**config.mk**
```make
export PLATFORM = sky130hd
export DESIGN_NAME = mtse_ctrl
export DESIGN_NICKNAME = d
export VERILOG_FILES = /design/src/rtl/mtse_pkg.sv /design/src/rtl/mtse_ctrl.sv
export SDC_FILE = /design/constraint.sdc
export NUM_CORES = 1
export LEC_CHECK = 0
export BUFFER_PORTS_ARGS = -buffer_cell sky130_fd_sc_hd__buf_2
export CAP_MARGIN = 15
export CORE_MARGIN = 4
export CORE_UTILIZATION = 45
export CTS_CLUSTER_DIAMETER = 80
export DETAILED_ROUTE_END_ITERATION = 16
export PLACE_DENSITY = 0.73
export REMOVE_ABC_BUFFERS = 1
export SYNTH_ARGS = -nofsm -noshare
export SYNTH_HDL_FRONTEND = slang
export SYNTH_SLANG_ARGS = --single-unit
```
**constraint.sdc**
```tcl
create_clock -name clk -period 1.5 [get_ports clk]
set_input_delay 0.225 -clock clk [delete_from_list [all_inputs] [get_ports clk]]
set_output_delay 0.225 -clock clk [all_outputs]
set_load 0.005 [all_outputs]
```
**src/rtl/mtse_pkg.sv**
```systemverilog
// shared constants, types and command codes of the mt19937 state engine
`default_nettype none

package mtse_pkg;

	// state array geometry
	localparam int STATE_WORDS  = 624;
	localparam int SHIFT_OFFSET = 397;
	localparam int STATE_AW     = $clog2(STATE_WORDS);
	localparam int RIDX_W       = $clog2(STATE_WORDS + 2);

	// key buffer geometry
	localparam int KEY_WORDS = 128;
	localparam int KEY_AW    = (KEY_WORDS > 1) ? $clog2(KEY_WORDS) : 1;
	localparam int KEY_CW    = $clog2(KEY_WORDS + 1);
	localparam int KEY_SW    = ((KEY_CW > KEY_AW) ? KEY_CW : KEY_AW) + 1;

	// field widths
	localparam int WORD_W = 32;
	localparam int CMD_W  = 2;

	// request command codes
	localparam logic [CMD_W-1:0] CMD_SEED = 2'd0;
	localparam logic [CMD_W-1:0] CMD_KEY  = 2'd1;
	localparam logic [CMD_W-1:0] CMD_DRAW = 2'd2;

	// recurrence constants
	localparam logic [WORD_W-1:0] TW_MATRIX    = 32'h9908_b0df;
	localparam logic [WORD_W-1:0] TW_UPPER     = 32'h8000_0000;
	localparam logic [WORD_W-1:0] TW_LOWER     = 32'h7fff_ffff;
	localparam logic [WORD_W-1:0] LCG_MULT     = 32'd1812433253;
	localparam logic [WORD_W-1:0] MIX1_MULT    = 32'd1664525;
	localparam logic [WORD_W-1:0] MIX2_MULT    = 32'd1566083941;
	localparam logic [WORD_W-1:0] ARRAY_SEED   = 32'd19650218;
	localparam logic [WORD_W-1:0] DEFAULT_SEED = 32'd5489;

	// read index special values
	localparam logic [RIDX_W-1:0] RIDX_EMPTY    = RIDX_W'(STATE_WORDS);
	localparam logic [RIDX_W-1:0] RIDX_UNSEEDED = RIDX_W'(STATE_WORDS + 1);

	// datapath operations issued by the controller
	typedef enum logic [4:0] {
		DP_NOP,
		DP_KEY_PUSH,
		DP_LCG_START,
		DP_LCG_MUL,
		DP_LCG_WR,
		DP_MIX_START,
		DP_M1_RD,
		DP_M1_WR,
		DP_M2_RD,
		DP_M2_WR,
		DP_MIX_END,
		DP_RG_FIRST,
		DP_RG_LOAD0,
		DP_RG_RDN,
		DP_RG_RDS,
		DP_RG_WR,
		DP_DRAW_RD,
		DP_DRAW_OUT
	} dp_op_t;

	typedef enum logic [1:0] {
		SS_VALUE,
		SS_ARRAY,
		SS_DEFAULT
	} seed_sel_t;

	typedef enum logic [4:0] {
		ST_IDLE,
		ST_DISPATCH,
		ST_LCG_INIT,
		ST_LCG_MUL,
		ST_LCG_WR,
		ST_MIX_INIT,
		ST_M1_RD,
		ST_M1_WR,
		ST_M2_RD,
		ST_M2_WR,
		ST_MIX_END,
		ST_RG_FIRST,
		ST_RG_LOAD0,
		ST_RG_RDN,
		ST_RG_RDS,
		ST_RG_WR,
		ST_DRAW_RD,
		ST_DRAW_OUT
	} state_t;

	typedef struct packed {
		logic      cap;
		dp_op_t    op;
		seed_sel_t seed_sel;
	} dp_cmd_t;

	typedef struct packed {
		logic idx_last;
		logic step_last;
		logic ridx_unseeded;
		logic ridx_empty;
	} dp_status_t;

endpackage

`default_nettype wire

```
**src/rtl/mtse_ctrl.sv**
```systemverilog
// sequencing controller: request handshake, seeding, mixing, twist and draw steps
`default_nettype none

module mtse_ctrl (
	input  logic                 clk,
	input  logic                 arst_n,
	input  logic                 in_valid,
	output logic                 in_stall,
	input  logic [1:0]           cmd,
	input  logic                 last,
	output logic                 out_valid,
	input  logic                 out_stall,
	output mtse_pkg::dp_cmd_t    dp_cmd,
	input  mtse_pkg::dp_status_t dp_status
);

	import mtse_pkg::*;

	state_t           state_q;
	state_t           state_d;
	logic [CMD_W-1:0] cmd_q;
	logic             last_q;
	logic             out_valid_q;
	logic             in_acc;
	logic             out_free;

	assign in_stall  = (state_q != ST_IDLE);
	assign in_acc    = in_valid && !in_stall;
	assign out_free  = !out_valid_q || !out_stall;
	assign out_valid = out_valid_q;

	// state and captured request control fields
	always_ff @(posedge clk or negedge arst_n) begin
		if (!arst_n) begin
			state_q     <= ST_IDLE;
			cmd_q       <= CMD_SEED;
			last_q      <= 1'b0;
			out_valid_q <= 1'b0;
		end else begin
			state_q <= state_d;
			if (in_acc) begin
				cmd_q  <= cmd;
				last_q <= last;
			end
			if (dp_cmd.op == DP_DRAW_OUT) begin
				out_valid_q <= 1'b1;
			end else if (!out_stall) begin
				out_valid_q <= 1'b0;
			end
		end
	end

	// next state
	always_comb begin
		state_d = state_q;
		case (state_q)
			ST_IDLE: begin
				if (in_acc) begin
					state_d = ST_DISPATCH;
				end
			end
			ST_DISPATCH: begin
				case (cmd_q)
					CMD_SEED: state_d = ST_LCG_INIT;
					CMD_KEY:  state_d = last_q ? ST_LCG_INIT : ST_IDLE;
					CMD_DRAW: begin
						if (dp_status.ridx_unseeded) begin
							state_d = ST_LCG_INIT;
						end else if (dp_status.ridx_empty) begin
							state_d = ST_RG_FIRST;
						end else begin
							state_d = ST_DRAW_RD;
						end
					end
					default: state_d = ST_IDLE;
				endcase
			end
			ST_LCG_INIT: state_d = ST_LCG_MUL;
			ST_LCG_MUL:  state_d = ST_LCG_WR;
			ST_LCG_WR: begin
				if (!dp_status.idx_last) begin
					state_d = ST_LCG_MUL;
				end else begin
					case (cmd_q)
						CMD_KEY:  state_d = ST_MIX_INIT;
						CMD_DRAW: state_d = ST_RG_FIRST;
						default:  state_d = ST_IDLE;
					endcase
				end
			end
			ST_MIX_INIT: state_d = ST_M1_RD;
			ST_M1_RD:    state_d = ST_M1_WR;
			ST_M1_WR:    state_d = dp_status.step_last ? ST_M2_RD : ST_M1_RD;
			ST_M2_RD:    state_d = ST_M2_WR;
			ST_M2_WR:    state_d = dp_status.step_last ? ST_MIX_END : ST_M2_RD;
			ST_MIX_END:  state_d = ST_IDLE;
			ST_RG_FIRST: state_d = ST_RG_LOAD0;
			ST_RG_LOAD0: state_d = ST_RG_RDS;
			ST_RG_RDN:   state_d = ST_RG_RDS;
			ST_RG_RDS:   state_d = ST_RG_WR;
			ST_RG_WR:    state_d = dp_status.idx_last ? ST_DRAW_RD : ST_RG_RDN;
			ST_DRAW_RD:  state_d = ST_DRAW_OUT;
			ST_DRAW_OUT: state_d = out_free ? ST_IDLE : ST_DRAW_OUT;
			default:     state_d = ST_IDLE;
		endcase
	end

	// datapath command
	always_comb begin
		dp_cmd.cap = in_acc;
		case (cmd_q)
			CMD_SEED: dp_cmd.seed_sel = SS_VALUE;
			CMD_KEY:  dp_cmd.seed_sel = SS_ARRAY;
			default:  dp_cmd.seed_sel = SS_DEFAULT;
		endcase
		case (state_q)
			ST_DISPATCH: dp_cmd.op = (cmd_q == CMD_KEY) ? DP_KEY_PUSH : DP_NOP;
			ST_LCG_INIT: dp_cmd.op = DP_LCG_START;
			ST_LCG_MUL:  dp_cmd.op = DP_LCG_MUL;
			ST_LCG_WR:   dp_cmd.op = DP_LCG_WR;
			ST_MIX_INIT: dp_cmd.op = DP_MIX_START;
			ST_M1_RD:    dp_cmd.op = DP_M1_RD;
			ST_M1_WR:    dp_cmd.op = DP_M1_WR;
			ST_M2_RD:    dp_cmd.op = DP_M2_RD;
			ST_M2_WR:    dp_cmd.op = DP_M2_WR;
			ST_MIX_END:  dp_cmd.op = DP_MIX_END;
			ST_RG_FIRST: dp_cmd.op = DP_RG_FIRST;
			ST_RG_LOAD0: dp_cmd.op = DP_RG_LOAD0;
			ST_RG_RDN:   dp_cmd.op = DP_RG_RDN;
			ST_RG_RDS:   dp_cmd.op = DP_RG_RDS;
			ST_RG_WR:    dp_cmd.op = DP_RG_WR;
			ST_DRAW_RD:  dp_cmd.op = DP_DRAW_RD;
			ST_DRAW_OUT: dp_cmd.op = out_free ? DP_DRAW_OUT : DP_NOP;
			default:     dp_cmd.op = DP_NOP;
		endcase
	end

endmodule

`default_nettype wire

```
==> flow_summary.toml <==
[synthesis]
synthSimpleGateAreaFrac_pct = 28.8
post-synth-top-area-fraction_pct = 29.2
synthXorXnorAreaFrac_pct = 0
yosysTopAreaCell = "dfrtp_1"
ys_ff_latch = 9
synth_top_family_by_area = "simple AND/OR/NAND/NOR gates"
yosysSeqAreaShare_pct = 29.2
synthTopCellsByArea = "dfrtp_1, ha_1, nand2_1"
muxShareOfSynthArea_pct = 4.38
syn_area_um2 = 772
synth_cells = 92
synth.distinct_cells = 34
yosysWarnings = 0
syn_area_per_cell_um2 = 8.39
synthAdderAreaFrac_pct = 8.10
synth_compound_area_share_pct = 22.9

[route]
drc = 0
finalWirelength_um = 2320
dr.first_iter.drc_count = 21
vias = 822
wl_per_cell_um = 16.5
viasPerCell = 5.87
dr.pass1.iters = 4
ant_nets = 0

[clock_tree]
cts.sinks = 9
cts_tree = "done"
cts_buffer_depth = 2
clk_latency_ns = 0.26
cts_root_buf = "clkbuf_4"
numCtsBuffers = 3
cts_htree_levels = 1
clkSlewWorstSetupHoldPaths_ns = 0.06

[setup_path]
r2r-end = "state_q[0]"
r2r_cells = 5
cpLargestDelayFamily = "simple AND/OR/NAND/NOR gates"
slowest_stage = "or3_4"
cp.depth = 5
path_class = "flop to output port"
path_cells = "or3_4 > nor2_4 > o22ai_2 > and2_1 > buf_2"
required_ns = 1.27
timing.rr.start = "state_q[1]"
crit_arrival_ns = 1.51
reg2reg_slack_ns = -0.19
cp_max_fo = 3
cp-start-kind = "flop"
end_kind = "output port"
path_buf_inv = 1
cp_slowest_stage_delay_ns = 0.42

[hold_path]
hold_depth = 2
hp-start = "cmd[1]"
hold_path_class = "input port to flop"
min_to = "cmd_q[1]"

[floorplanning]
pin_count = 21
start_util_pct = 49.5
num_rows = 14
die_y_um = 49.4
die_width_um = 49.4
die_area_um2 = 2440
core_area_um2 = 1560

[power_and_ir_drop]
p_leak_uw = 0.000522
power_density_nw_per_um2 = 2000
peakVddDrop_v = 0.00115

[global_routing]
antenna_found_initial = 0
grt_pass1_vias = 758
grt_use_total_pct = 18.9
grt_start_max_net_pins = 13
grt_pass1_wl_um = 3610
grt-ovfl-total = 0

[timing]
worst_slew_pin_slew_ns = 0.259
worst_slack_ns = -0.239
setup_viol = 8
hold_viol = 0
report.final.slew_viol_count = 0
fmax_mhz = 575
skew_ns = 0.00565
holdWs_ns = 0.191
max_slew_margin_pct = 82.7
rsz0062_at_grt = "yes"
finalCritPeriodShare_pct = 116
finalCriticalPeriod_ns = 1.74

[run_status]
outcome = "finished with violations"
violations = "negative setup slack"

[placement]
pre_cts_slack_ns = 0.0299
hpwl_um = 1470
gp_congestion = 0.855
place.port_buffers = 20

[finish]
antennaDiodeCount = 0
nets = 141
final_layout_size_suffix_gt1_share_pct = 47.6
syn_to_final_growth_pct = 44.6
fillers = 115

[flow_run]
maxCapViolations = 0
registers in the layout, summed over array words and instances, names as in the netlist:
signal     flops
state_q        5
cmd_q          2
last_q         1
out_valid      1
cell usage in the layout (no fill, tap or decap), types with 3 or more instances in the layout:
cell      instances
inv_1             5
nor3b_1           3
a21oi_1           3
buf_2            19
clkbuf_4          3
nand3_1           3
nor2_1            3
buf_4            10
o21ai_0           5
mux2_2            3
dfrtp_1           7
buf_6             4
ha_1              3
nor2b_1           4
nand2_1           8
area by class of cell:
cell class | instances | area, µm² | share of cell area [%]
Multi-Input combinational cell | 71 | 578 | 51.8
Timing Repair Buffer | 35 | 245 | 22.0
Sequential cell | 9 | 228 | 20.4
Clock buffer | 4 | 26.3 | 2.35
Tap cell | 16 | 20.0 | 1.79
Inverter | 5 | 18.8 | 1.68
cells by family after synthesis:
logic type | after synthesis
AND/OR/NAND/NOR | 38
AO/OA/AOI/OAI | 25
buffers and inverters | 12
flip-flops | 9
adder cells (fa/ha/maj) | 5
multiplexers | 3
how the worst max path moves through the flow:
| stage | slack (ns) | end | start |
|---|---|---|---|
| after floorplan | 0.002 | state_q[0] | state_q[1] |
| final | -0.24 | dp_cmd[2] | state_q[1] |
| after CTS | -0.22 | dp_cmd[2] | state_q[2] |
| after global placement | 0.03 | state_q[0] | cmd_q[0] |
| after detailed placement | 0.03 | dp_cmd[2] | state_q[1] |
| after global routing | -0.31 | dp_cmd[2] | state_q[1] |
stage by stage:
stage / utilization (%) / setup TNS [ns] / instance area (µm²) / power [µW] / cells
2_1_floorplan: - / 0 / 739 / 1190 / 85
3_3_place_gp: 60.8 / 0 / 947 / 1630 / 131
3_5_place_dp: 60.8 / 0 / 947 / 1670 / 131
4_1_cts: 65.6 / -0.480 / 1020 / 1950 / 139
5_1_grt: 71.6 / -1.68 / 1120 / 2420 / 140
6_report: 71.6 / -0.944 / 1120 / 2230 / 140
what timing repair did:
| action | 4_1_cts | 5_1_grt |
|---|---|---|
| hold endpoints to repair | 9 | 0 |
| buffers inserted | 3 | 1 |
| resized for setup | 4 | 19 |
| endpoints found under the setup margin | 2 | 11 |
| hold buffers | 1 | 0 |
| pin swaps | 6 | 5 |
synth_stat cells, drive strengths merged:
master  number
a31oi        2
and2         2
ha           5
o21ai        5
o22ai        1
nor3b        3
a21oi        3
a221oi       1
and3         1
a32oi        3
buf          3
nand3        4
nor4b        1
nand2        9
or3          1
nor3         3
a21o         1
nor2         6
a22oi        1
nand2b       3
o21bai       2
mux2         3
clkbuf       4
o221a        1
a221o        1
o211ai       2
a211oi       1
nor2b        4
a31o         1
inv          5
nor4         1
dfrtp        9
per-layer routing:
metal	track usage (%)	routed length (µm)
met1	25.0	945
met2	31.0	1220
met3	2.14	123
met4	7.83	30
met5	0	0
power by group:
group	internal [µW]	switching, µW	leakage (µW)
Clock	103	94.0	0.0000150
Sequential	348	154	0.000111
Combinational	772	762	0.000397
Total	1220	1010	0.000522
(Power assumes the default switching activity.)
